<file path="src/design/mfps_pkg.sv">
// shared types and constants for the median filtered pressure sensor
// no dependencies
package mfps_pkg;

  localparam int unsigned SAMPLE_W = 12;
  localparam int unsigned MEAN_W   = 16;
  localparam int unsigned PRESS_W  = 25;
  localparam int unsigned CFG_W    = 15;
  localparam int unsigned GAIN_W   = 14;
  localparam int unsigned ZERO_W   = 15;

  localparam logic [1:0] CFG_ADC_OFFSET = 2'd0;
  localparam logic [1:0] CFG_GAIN_CORR  = 2'd1;
  localparam logic [1:0] CFG_ZERO_CORR  = 2'd2;

  localparam logic [SAMPLE_W-1:0] OFFSET_RST = 12'd415;
  localparam logic [GAIN_W-1:0]   GAIN_RST   = 14'd100;

  localparam int signed   SCALE_MUL = 15000;
  localparam int signed   ZERO_MUL  = 64000;
  localparam int unsigned NUM_W     = 32;
  localparam int unsigned DEN_W     = 20;

  localparam logic signed [PRESS_W-1:0] P_MAX = 25'sh0FFFFFF;
  localparam logic signed [PRESS_W-1:0] P_MIN = 25'sh1000000;

  typedef struct packed {
    logic load;
    logic scan_start;
    logic div_start;
    logic capture;
  } mfps_cmd_t;

  typedef struct packed {
    logic scan_done;
    logic div_done;
  } mfps_sts_t;

endpackage

</file>
<file path="src/design/mfps_ctrl.sv">
// controller state machine: sequences load, window scans and divisions
// depends on mfps_pkg
module mfps_ctrl (
  input  logic                clk,
  input  logic                rst_n,
  input  logic                in_valid,
  output logic                in_stall,
  output logic                out_valid,
  input  logic                out_stall,
  output mfps_pkg::mfps_cmd_t cmd,
  input  mfps_pkg::mfps_sts_t sts
);

  typedef enum logic [2:0] {
    ST_IDLE, ST_SCAN, ST_DIVS, ST_DIVW, ST_OUT
  } state_t;

  state_t state_r, state_nxt;
  logic   out_valid_r, out_valid_nxt;

  always_comb begin
    state_nxt     = state_r;
    out_valid_nxt = out_valid_r;
    cmd           = '0;
    if (out_valid_r && !out_stall) begin
      out_valid_nxt = 1'b0;
    end
    case (state_r)
      ST_IDLE: begin
        if (in_valid) begin
          cmd.load  = 1'b1;
          state_nxt = ST_SCAN;
        end
      end
      ST_SCAN: begin
        cmd.scan_start = 1'b1;
        state_nxt      = ST_DIVS;
      end
      ST_DIVS: begin
        if (sts.scan_done) begin
          cmd.div_start = 1'b1;
          state_nxt     = ST_DIVW;
        end
      end
      ST_DIVW: begin
        if (sts.div_done) begin
          state_nxt = ST_OUT;
        end
      end
      ST_OUT: begin
        if (!out_valid_nxt) begin
          cmd.capture   = 1'b1;
          out_valid_nxt = 1'b1;
          state_nxt     = ST_IDLE;
        end
      end
      default: state_nxt = ST_IDLE;
    endcase
  end

  always_ff @(posedge clk) begin
    if (!rst_n) begin
      state_r     <= ST_IDLE;
      out_valid_r <= 1'b0;
    end else begin
      state_r     <= state_nxt;
      out_valid_r <= out_valid_nxt;
    end
  end

  assign in_stall  = (state_r != ST_IDLE);
  assign out_valid = out_valid_r;

  a_load_idle: assert property (@(posedge clk) disable iff (!rst_n)
    cmd.load |=> state_r == ST_SCAN) else $error("load left no scan");
  a_out_hold: assert property (@(posedge clk) disable iff (!rst_n)
    out_valid_r && out_stall |=> out_valid_r) else $error("result dropped");
  a_no_busy_accept: assert property (@(posedge clk) disable iff (!rst_n)
    state_r != ST_IDLE |-> !cmd.load) else $error("load while busy");

endmodule

</file>
<file path="src/design/mfps_div.sv">
// sequential restoring divider, unsigned magnitudes, one quotient bit per cycle
// depends on nothing
module mfps_div #(
  parameter int unsigned NW = 32,
  parameter int unsigned DW = 20
) (
  input  logic          clk,
  input  logic          rst_n,
  input  logic          start,
  input  logic [NW-1:0] num,
  input  logic [DW-1:0] den,
  output logic [NW-1:0] quo,
  output logic          done
);

  localparam int unsigned CW = $clog2(NW + 1);

  logic [NW-1:0] q_r, q_nxt;
  logic [DW:0]   rem_r, rem_nxt;
  logic [DW-1:0] den_r;
  logic [CW-1:0] cnt_r, cnt_nxt;
  logic          busy_r, busy_nxt, done_r, done_nxt;
  logic [DW:0]   trial;

  always_comb begin
    q_nxt    = q_r;
    rem_nxt  = rem_r;
    cnt_nxt  = cnt_r;
    busy_nxt = busy_r;
    done_nxt = 1'b0;
    trial    = {rem_r[DW-1:0], q_r[NW-1]};
    if (start) begin
      q_nxt    = num;
      rem_nxt  = '0;
      cnt_nxt  = CW'(NW);
      busy_nxt = 1'b1;
    end else if (busy_r) begin
      if (trial >= {1'b0, den_r}) begin
        rem_nxt = trial - {1'b0, den_r};
        q_nxt   = {q_r[NW-2:0], 1'b1};
      end else begin
        rem_nxt = trial;
        q_nxt   = {q_r[NW-2:0], 1'b0};
      end
      cnt_nxt = cnt_r - 1'b1;
      if (cnt_r == CW'(1)) begin
        busy_nxt = 1'b0;
        done_nxt = 1'b1;
      end
    end
  end

  always_ff @(posedge clk) begin
    if (!rst_n) begin
      busy_r <= 1'b0;
      done_r <= 1'b0;
      cnt_r  <= '0;
    end else begin
      busy_r <= busy_nxt;
      done_r <= done_nxt;
      cnt_r  <= cnt_nxt;
    end
    q_r   <= q_nxt;
    rem_r <= rem_nxt;
    if (start) begin
      den_r <= den;
    end
  end

  assign quo  = q_r;
  assign done = done_r;

endmodule

</file>
<file path="src/design/mfps_dp.sv">
// datapath: sample ring, rank scan, trimmed sum, pressure numerator and dividers
// depends on mfps_pkg and mfps_div
module mfps_dp #(
  parameter int unsigned WINDOW = 20
) (
  input  logic                                  clk,
  input  logic                                  rst_n,
  input  mfps_pkg::mfps_cmd_t                   cmd,
  output mfps_pkg::mfps_sts_t                   sts,
  input  logic [mfps_pkg::SAMPLE_W-1:0]         in_sample,
  input  logic                                  cfg_we,
  input  logic [1:0]                            cfg_idx,
  input  logic [mfps_pkg::CFG_W-1:0]            cfg_data,
  output logic [mfps_pkg::SAMPLE_W-1:0]         out_median,
  output logic [mfps_pkg::MEAN_W-1:0]           out_trimmed_mean,
  output logic signed [mfps_pkg::PRESS_W-1:0]   out_pressure_milli,
  output logic                                  out_batch_end
);

  localparam int unsigned SW = mfps_pkg::SAMPLE_W;
  localparam int unsigned IW = (WINDOW > 1) ? $clog2(WINDOW) : 1;
  localparam int unsigned CNW = $clog2(WINDOW + 1);
  localparam int unsigned NW = mfps_pkg::NUM_W;
  localparam int unsigned DW = mfps_pkg::DEN_W;
  localparam logic [CNW-1:0] RANK = CNW'(WINDOW / 2);

  typedef enum logic [1:0] {PH_IDLE, PH_RANK, PH_TRIM, PH_PRES} phase_t;

  logic [SW-1:0] win_r [WINDOW];
  logic [IW-1:0] slot_r;
  logic          last_r;

  logic [SW-1:0]                 offset_r;
  logic [mfps_pkg::GAIN_W-1:0]   gain_r;
  logic signed [mfps_pkg::ZERO_W-1:0] zero_r;

  phase_t        ph_r;
  logic [IW-1:0] i_r;
  logic [IW-1:0] j_r;
  logic [CNW-1:0] lt_r, le_r;
  logic [SW-1:0] med_r;
  logic          found_r;
  logic [SW+CNW-1:0] sum_r;
  logic [CNW-1:0] cnt_r;
  logic          scan_done_r;

  logic [SW-1:0] cand, elem;
  logic [SW:0]   diff;

  assign cand = win_r[i_r];
  assign elem = win_r[j_r];
  assign diff = (elem > med_r) ? {1'b0, elem - med_r} : {1'b0, med_r - elem};

  // calibrated numerator
  logic signed [NW-1:0] prod_a_r, prod_b_r, num_s;
  logic [NW-1:0]        num_mag_r;
  logic                 neg_r;
  logic [1:0]           pstep_r;
  logic                 zero_gain_r;

  logic [NW-1:0] q_mean, q_pres;
  logic          dn_mean, dn_pres;
  logic [NW-1:0] mean_num;
  logic          pdone_r;

  // result register
  logic [SW-1:0]                       median_r;
  logic [mfps_pkg::MEAN_W-1:0]         mean_r;
  logic signed [mfps_pkg::PRESS_W-1:0] press_r;
  logic                                batch_end_r;
  logic signed [mfps_pkg::PRESS_W-1:0] press_w;

  assign mean_num = NW'({sum_r, 4'b0000});
  assign num_s = prod_a_r - prod_b_r;

  always_ff @(posedge clk) begin
    if (!rst_n) begin
      for (int k = 0; k < WINDOW; k++) begin
        win_r[k] <= '0;
      end
      slot_r   <= '0;
      offset_r <= mfps_pkg::OFFSET_RST;
      gain_r   <= mfps_pkg::GAIN_RST;
      zero_r   <= '0;
      ph_r     <= PH_IDLE;
      scan_done_r <= 1'b0;
      pdone_r  <= 1'b0;
    end else begin
      scan_done_r <= 1'b0;
      if (cfg_we) begin
        case (cfg_idx)
          mfps_pkg::CFG_ADC_OFFSET: offset_r <= cfg_data[SW-1:0];
          mfps_pkg::CFG_GAIN_CORR:  gain_r   <= cfg_data[mfps_pkg::GAIN_W-1:0];
          mfps_pkg::CFG_ZERO_CORR:  zero_r   <= cfg_data;
          default: ;
        endcase
      end
      if (cmd.load) begin
        win_r[slot_r] <= in_sample;
        last_r <= (slot_r == IW'(WINDOW - 1));
        slot_r <= (slot_r == IW'(WINDOW - 1)) ? '0 : slot_r + 1'b1;
      end
      if (cmd.capture) begin
        median_r    <= med_r;
        mean_r      <= q_mean[mfps_pkg::MEAN_W-1:0];
        press_r     <= press_w;
        batch_end_r <= last_r;
      end
      if (cmd.div_start) begin
        pdone_r <= 1'b0;
      end else if (dn_pres) begin
        pdone_r <= 1'b1;
      end
      case (ph_r)
        PH_IDLE: begin
          if (cmd.scan_start) begin
            ph_r <= PH_RANK;
            i_r  <= '0;
            j_r  <= '0;
            lt_r <= '0;
            le_r <= '0;
            found_r <= 1'b0;
          end
        end
        PH_RANK: begin
          // candidate i has rank WINDOW/2 when lt <= rank < le
          if (j_r == IW'(WINDOW - 1)) begin
            if (!found_r && (CNW'(lt_r + (elem < cand)) <= RANK) &&
                (CNW'(le_r + (elem <= cand)) > RANK)) begin
              found_r <= 1'b1;
              med_r   <= cand;
            end
            lt_r <= '0;
            le_r <= '0;
            j_r  <= '0;
            if (i_r == IW'(WINDOW - 1)) begin
              ph_r  <= PH_TRIM;
              sum_r <= '0;
              cnt_r <= '0;
            end else begin
              i_r <= i_r + 1'b1;
            end
          end else begin
            lt_r <= lt_r + CNW'(elem < cand);
            le_r <= le_r + CNW'(elem <= cand);
            j_r  <= j_r + 1'b1;
          end
        end
        PH_TRIM: begin
          if (diff <= (SW+1)'(2)) begin
            sum_r <= sum_r + (SW+CNW)'(elem);
            cnt_r <= cnt_r + 1'b1;
          end
          if (j_r == IW'(WINDOW - 1)) begin
            ph_r    <= PH_PRES;
            pstep_r <= '0;
          end else begin
            j_r <= j_r + 1'b1;
          end
        end
        PH_PRES: begin
          pstep_r <= pstep_r + 1'b1;
          if (pstep_r == 2'd0) begin
            prod_a_r <= NW'((signed'({1'b0, med_r}) - signed'({1'b0, offset_r}))
                            * mfps_pkg::SCALE_MUL);
            prod_b_r <= NW'(zero_r * mfps_pkg::ZERO_MUL);
            zero_gain_r <= (gain_r == '0);
          end else begin
            neg_r     <= num_s[NW-1];
            num_mag_r <= num_s[NW-1] ? NW'(-num_s) : num_s;
            ph_r      <= PH_IDLE;
            scan_done_r <= 1'b1;
          end
        end
        default: ph_r <= PH_IDLE;
      endcase
    end
  end

  mfps_div #(.NW(NW), .DW(DW)) u_div_mean (
    .clk(clk), .rst_n(rst_n), .start(cmd.div_start),
    .num(mean_num), .den(DW'(cnt_r)), .quo(q_mean), .done(dn_mean)
  );

  mfps_div #(.NW(NW), .DW(DW)) u_div_pres (
    .clk(clk), .rst_n(rst_n), .start(cmd.div_start),
    .num(num_mag_r), .den({gain_r, 6'b000000}), .quo(q_pres), .done(dn_pres)
  );

  logic signed [NW:0] p_signed;
  always_comb begin
    p_signed = neg_r ? -signed'({1'b0, q_pres}) : signed'({1'b0, q_pres});
    if (zero_gain_r) begin
      press_w = '0;
    end else if (p_signed > (NW+1)'(mfps_pkg::P_MAX)) begin
      press_w = mfps_pkg::P_MAX;
    end else if (p_signed < (NW+1)'(mfps_pkg::P_MIN)) begin
      press_w = mfps_pkg::P_MIN;
    end else begin
      press_w = p_signed[mfps_pkg::PRESS_W-1:0];
    end
  end

  assign sts.scan_done = scan_done_r;
  assign sts.div_done  = dn_pres && dn_mean;
  assign out_median         = median_r;
  assign out_trimmed_mean   = mean_r;
  assign out_pressure_milli = press_r;
  assign out_batch_end      = batch_end_r;

  a_div_pair: assert property (@(posedge clk) disable iff (!rst_n)
    dn_pres |-> dn_mean) else $error("dividers out of step");
  a_trim_nonzero: assert property (@(posedge clk) disable iff (!rst_n)
    scan_done_r |-> cnt_r != '0) else $error("empty trimmed set");
  a_median_found: assert property (@(posedge clk) disable iff (!rst_n)
    scan_done_r |-> found_r) else $error("no median rank");
  a_pdone_hold: assert property (@(posedge clk) disable iff (!rst_n)
    pdone_r && !cmd.div_start |=> pdone_r) else $error("done lost");

endmodule

</file>
<file path="src/design/median_filtered_pressure_sensor_top.sv">
// Each request runs from acceptance to out_valid through a rank count that compares every stored
// sample against every other, one compare a cycle, then a trimmed-sum pass over the ring, a
// registered numerator, two shift-subtract dividers run side by side, and handoff states between
// controller and datapath. One request is in work at a time; in_stall stays high until the result
// moves into the output register, so the next request can be taken in the same cycle that
// out_valid rises.
// depends on mfps_pkg, mfps_ctrl, mfps_dp
module median_filtered_pressure_sensor_top #(
  parameter int unsigned WINDOW = 20
) (
  input  logic                                clk,
  input  logic                                rst_n,
  input  logic                                in_valid,
  output logic                                in_stall,
  input  logic [mfps_pkg::SAMPLE_W-1:0]       in_sample,
  output logic                                out_valid,
  input  logic                                out_stall,
  output logic [mfps_pkg::SAMPLE_W-1:0]       out_median,
  output logic [mfps_pkg::MEAN_W-1:0]         out_trimmed_mean,
  output logic signed [mfps_pkg::PRESS_W-1:0] out_pressure_milli,
  output logic                                out_batch_end,
  input  logic                                cfg_we,
  input  logic [1:0]                          cfg_idx,
  input  logic [mfps_pkg::CFG_W-1:0]          cfg_data
);

  mfps_pkg::mfps_cmd_t cmd;
  mfps_pkg::mfps_sts_t sts;

  mfps_ctrl u_ctrl (
    .clk(clk), .rst_n(rst_n), .in_valid(in_valid), .in_stall(in_stall),
    .out_valid(out_valid), .out_stall(out_stall), .cmd(cmd), .sts(sts)
  );

  mfps_dp #(.WINDOW(WINDOW)) u_dp (
    .clk(clk), .rst_n(rst_n), .cmd(cmd), .sts(sts), .in_sample(in_sample),
    .cfg_we(cfg_we), .cfg_idx(cfg_idx), .cfg_data(cfg_data),
    .out_median(out_median), .out_trimmed_mean(out_trimmed_mean),
    .out_pressure_milli(out_pressure_milli), .out_batch_end(out_batch_end)
  );

endmodule

</file>
<file path="config.mk">
export PLATFORM = sky130hd
export DESIGN_NAME = median_filtered_pressure_sensor_top
export DESIGN_NICKNAME = d
export VERILOG_FILES = /design/src/design/mfps_pkg.sv /design/src/design/mfps_ctrl.sv /design/src/design/mfps_div.sv /design/src/design/mfps_dp.sv /design/src/design/median_filtered_pressure_sensor_top.sv
export SDC_FILE = /design/constraint.sdc
export NUM_CORES = 2
export LEC_CHECK = 0
export ABC_AREA = 1
export BUFFER_PORTS_ARGS = -buffer_cell sky130_fd_sc_hd__buf_2
export CORE_UTILIZATION = 50
export CTS_BUF_LIST = sky130_fd_sc_hd__clkbuf_16
export DETAILED_ROUTE_END_ITERATION = 10
export HOLD_SLACK_MARGIN = 0.08
export MAX_ROUTING_LAYER = met4
export PLACE_DENSITY = 0.66
export SLEW_MARGIN = 20
export SYNTH_ARGS = -nofsm -noshare
export SYNTH_HDL_FRONTEND = slang
export SYNTH_SLANG_ARGS = --single-unit
</file>
<file path="constraint.sdc">
create_clock -name clk -period 7.5 [get_ports clk]
set_input_delay 1.875 -clock clk [delete_from_list [all_inputs] [get_ports clk]]
set_output_delay 1.875 -clock clk [all_outputs]
set_load 0.02 [all_outputs]
</file>
==> results.ini <==
[yosys]
seq_area_frac_synth = 0.463
ys_warn_count = 0
synth-seq-cells = 781
netlist_area_um2 = 47700
synth-main-ff-cell = edfxtp_1
syn_inst = 5458
syn-num-nets = 5871
yosys.area.top_type = edfxtp_1
synth_area_leaders = edfxtp_1 (41%), nor2_1 (7.1%), ha_1 (6.8%)
synth-edff-count = 647
syn_area_per_cell_um2 = 8.75
ys_async_sr_fraction = 0
yosysTopAreaCellShare = 0.407
yosysUniqueCellTypes = 58

[run]
drv_cap = 0

[setup_path]
arrival_ps = 7150
worstSetupEndpointType = register
crit_path_frequent_cell = inv_1
worstSetupStartpointType = register
r2r_start = u_dp.med_r[1]
rr_endpoint = u_dp.prod_a_r[24]
ff2ff_path_depth = 28
rrSetupSlack_ps = 760
crit_type = reg2reg
worstPathRequired_ps = 7910
max_stage_delay_ps = 540
crit_slowest_cell = fa_1
cp_max_fo = 5

[global_route]
grt_pass1_wl_um = 215000
grt_pass1_vias = 38200
grt_antenna_before_repair = 4
grt.total_usage = 0.294
grt_max_degree = 132
overflow = 0

[cells_and_area]
finalNetCount = 5848
utilization = 0.555
n_fill_cell = 8513
area_growth_syn_to_layout_pct = 9.24
drive_gt1_frac = 0.0646

[sta]
fin_crit_ps = 6740
finClkSkew_ps = 46.5
max_freq_mhz = 148
setup_tns_ps = 0
worst_hold_slack_ps = 452
tightest_slew_ps = 1140
rsz0062_at_grt = no
finalMaxSlewViolations = 0
post-route-period-util = 0.899
worst_slew_margin_rel = 0.236
setup_violations = 0
finalHoldViolCount = 0

[die]
ios = 90
core_area_um2 = 93900
rows = 112
fp.dieH_um = 311
die_area_um2 = 96700
fp.dieW_um = 311
start_util = 0.509

[drt]
drtIter0Drc = 3892
drt_pass1_iterations = 7
drc = 0
vias_per_cell = 5.74
avgRoutedWirePerCell_um = 20.6
vias = 38800
antenna_left = 0
routed_wl_um = 139000

[clocking]
postCtsSetupBuffers = 0
cts_max_path_buffers = 3
cts_hold_buf = 0
cts_resized = 0
cts_made_buffers = 88
htreeDepth = 3
root_buffer = clkbuf_16
clock-sinks = 781
clock_latency_ps = 690
cts_tree = done
path_clk_slew_ps = 60

[power]
p_leak_nw = 22.3
power_density_nw_per_um2 = 388
ir_drop_v = 0.000214

[min_path]
min-delay-start = u_dp.u_div_mean.quo[30]
min_to = u_dp.u_div_mean.quo[31]
hold_depth = 2
hold_class = reg2reg

[outcome]
status = complete, no violations

[placed_design]
gp_congestion = 0.948
dp_hpwl_um = 96600
port_buffers = 89

[state kept, by name, summed over array words and instances (netlist names), 12 cells and up, named ones only]
register                 count
u_dp.gain_r                 14
u_dp.med_r                  12
u_dp.u_div_pres.rem_r       20
u_dp.u_div_pres.quo         32
u_dp.out_median             12
u_dp.out_trimmed_mean       16
u_dp.u_div_pres.den_r       14
u_dp.prod_b_r               23
u_dp.prod_a_r               29
u_dp.zero_r                 15
u_dp.offset_r               12
u_dp.num_mag_r              29
u_dp.u_div_mean.quo         32
u_dp.out_pressure_milli     25
u_dp.win_r                 384
u_dp.sum_r                  17
u_dp.u_div_mean.rem_r       20
[logic make-up after synthesis]
group,Yosys count,synth area share
multiplexers,4,0.000943
AND/OR/NAND/NOR,2107,0.179
buffers and inverters,912,0.0743
AO/OA/AOI/OAI,1138,0.139
flip-flops,781,0.463
XOR/XNOR,137,0.0255
adder cells (fa/ha/maj),379,0.118
[through the flow]
| step | setup slack [ps] | power [mW] | std cells | area, µm² |
|---|---|---|---|---|
| final | 760 | 20.2 | 6767 | 52200 |
| after global routing | 293 | 21.6 | 6766 | 52200 |
| after CTS | 702 | 20.1 | 6763 | 52100 |
| after detailed placement | 706 | 15.8 | 6599 | 49300 |
| after global placement | 860 | 15.6 | 6599 | 49300 |
| after floorplan | 1140 | 12.6 | 5458 | 47700 |
[worst max-delay path by stage]
stage	from	to	slack [ps]	cells after the start
after global placement	u_dp.med_r[0]	u_dp.prod_a_r[24]	860	29
after detailed placement	u_dp.med_r[1]	u_dp.prod_a_r[24]	710	28
final	u_dp.med_r[1]	u_dp.prod_a_r[24]	760	28
after global routing	u_dp.med_r[0]	u_dp.prod_a_r[28]	290	30
after CTS	u_dp.med_r[1]	u_dp.prod_a_r[24]	700	28
after floorplan	rst_n	u_dp.out_batch_end	1140	2
[cells in the mapped netlist, types with 11 or more instances]
library cell and count:
nor2_1 905, nand2_1 829, edfxtp_1 647, inv_1 633, o21ai_0 575, ha_1 260
a21oi_1 231, nand3_1 227, clkbuf_1 194, o221ai_1 144, dfxtp_1 134, fa_1 119
xor2_1 103, buf_2 53, nor3_1 46, o22ai_1 42, nand4_1 38, xnor2_1 33
o211ai_1 25, o21ai_1 25, a22oi_1 20, a22o_1 12, nand3b_1 12, nor4_1 12
nand2_2 11
[critical path: cells and delay by family (launching register included)]
kind | cells | cell delay (ps)
fa+ha+maj | 7 | 3180
compound gates | 6 | 1220
simple gates | 7 | 740
buf+inv | 6 | 500
flops | 1 | 460
xor+xnor | 2 | 360
[power breakdown]
group / switching (mW) / total (mW) / internal (mW) / leakage (nW)
Combinational: 7.05 / 10.3 / 3.29 / 13.5
Sequential: 0.340 / 5.56 / 5.22 / 7.27
Clock: 1.86 / 4.32 / 2.46 / 1.49
[cells in the final DEF (no fill, tap or decap), types with 89 or more instances in the layout]
cell and n:
a21oi_1 230, buf_2 89, clkbuf_16 91, dfxtp_1 128, edfxtp_1 647, fa_1 119, ha_1 260, inv_1 651
nand2_1 829, nand3_1 227, nor2_1 897, o21ai_0 575, o221ai_1 144, xor2_1 103
[routing by layer]
| layer | part of all wire | global-route usage | routed length [µm] | vias up |
|---|---|---|---|---|
| met2 | 0.48 | 0.479 | 66200 | 1642 |
| met4 | 0.057 | 0.159 | 7980 | 0 |
| met1 | 0.39 | 0.350 | 54600 | 18300 |
| li1 | - | - | - | 18500 |
| met3 | 0.075 | 0.0463 | 10500 | 428 |
| met5 | 0 | - | 0 | - |
[layout make-up]
| cell class | instances | area, µm² | area share |
|---|---|---|---|
| diodes | 4 | 10.0 | 0.000192 |
| clock buffers | 91 | 2280 | 0.0437 |
| clock inverters | 73 | 609 | 0.0117 |
| inverters | 647 | 2430 | 0.0467 |
| multi-input cells | 3765 | 22100 | 0.424 |
| flip-flops and latches | 781 | 22100 | 0.424 |
| well taps | 1254 | 1570 | 0.0301 |
| repair buffers | 152 | 993 | 0.0190 |
(Power assumes the default switching activity.)
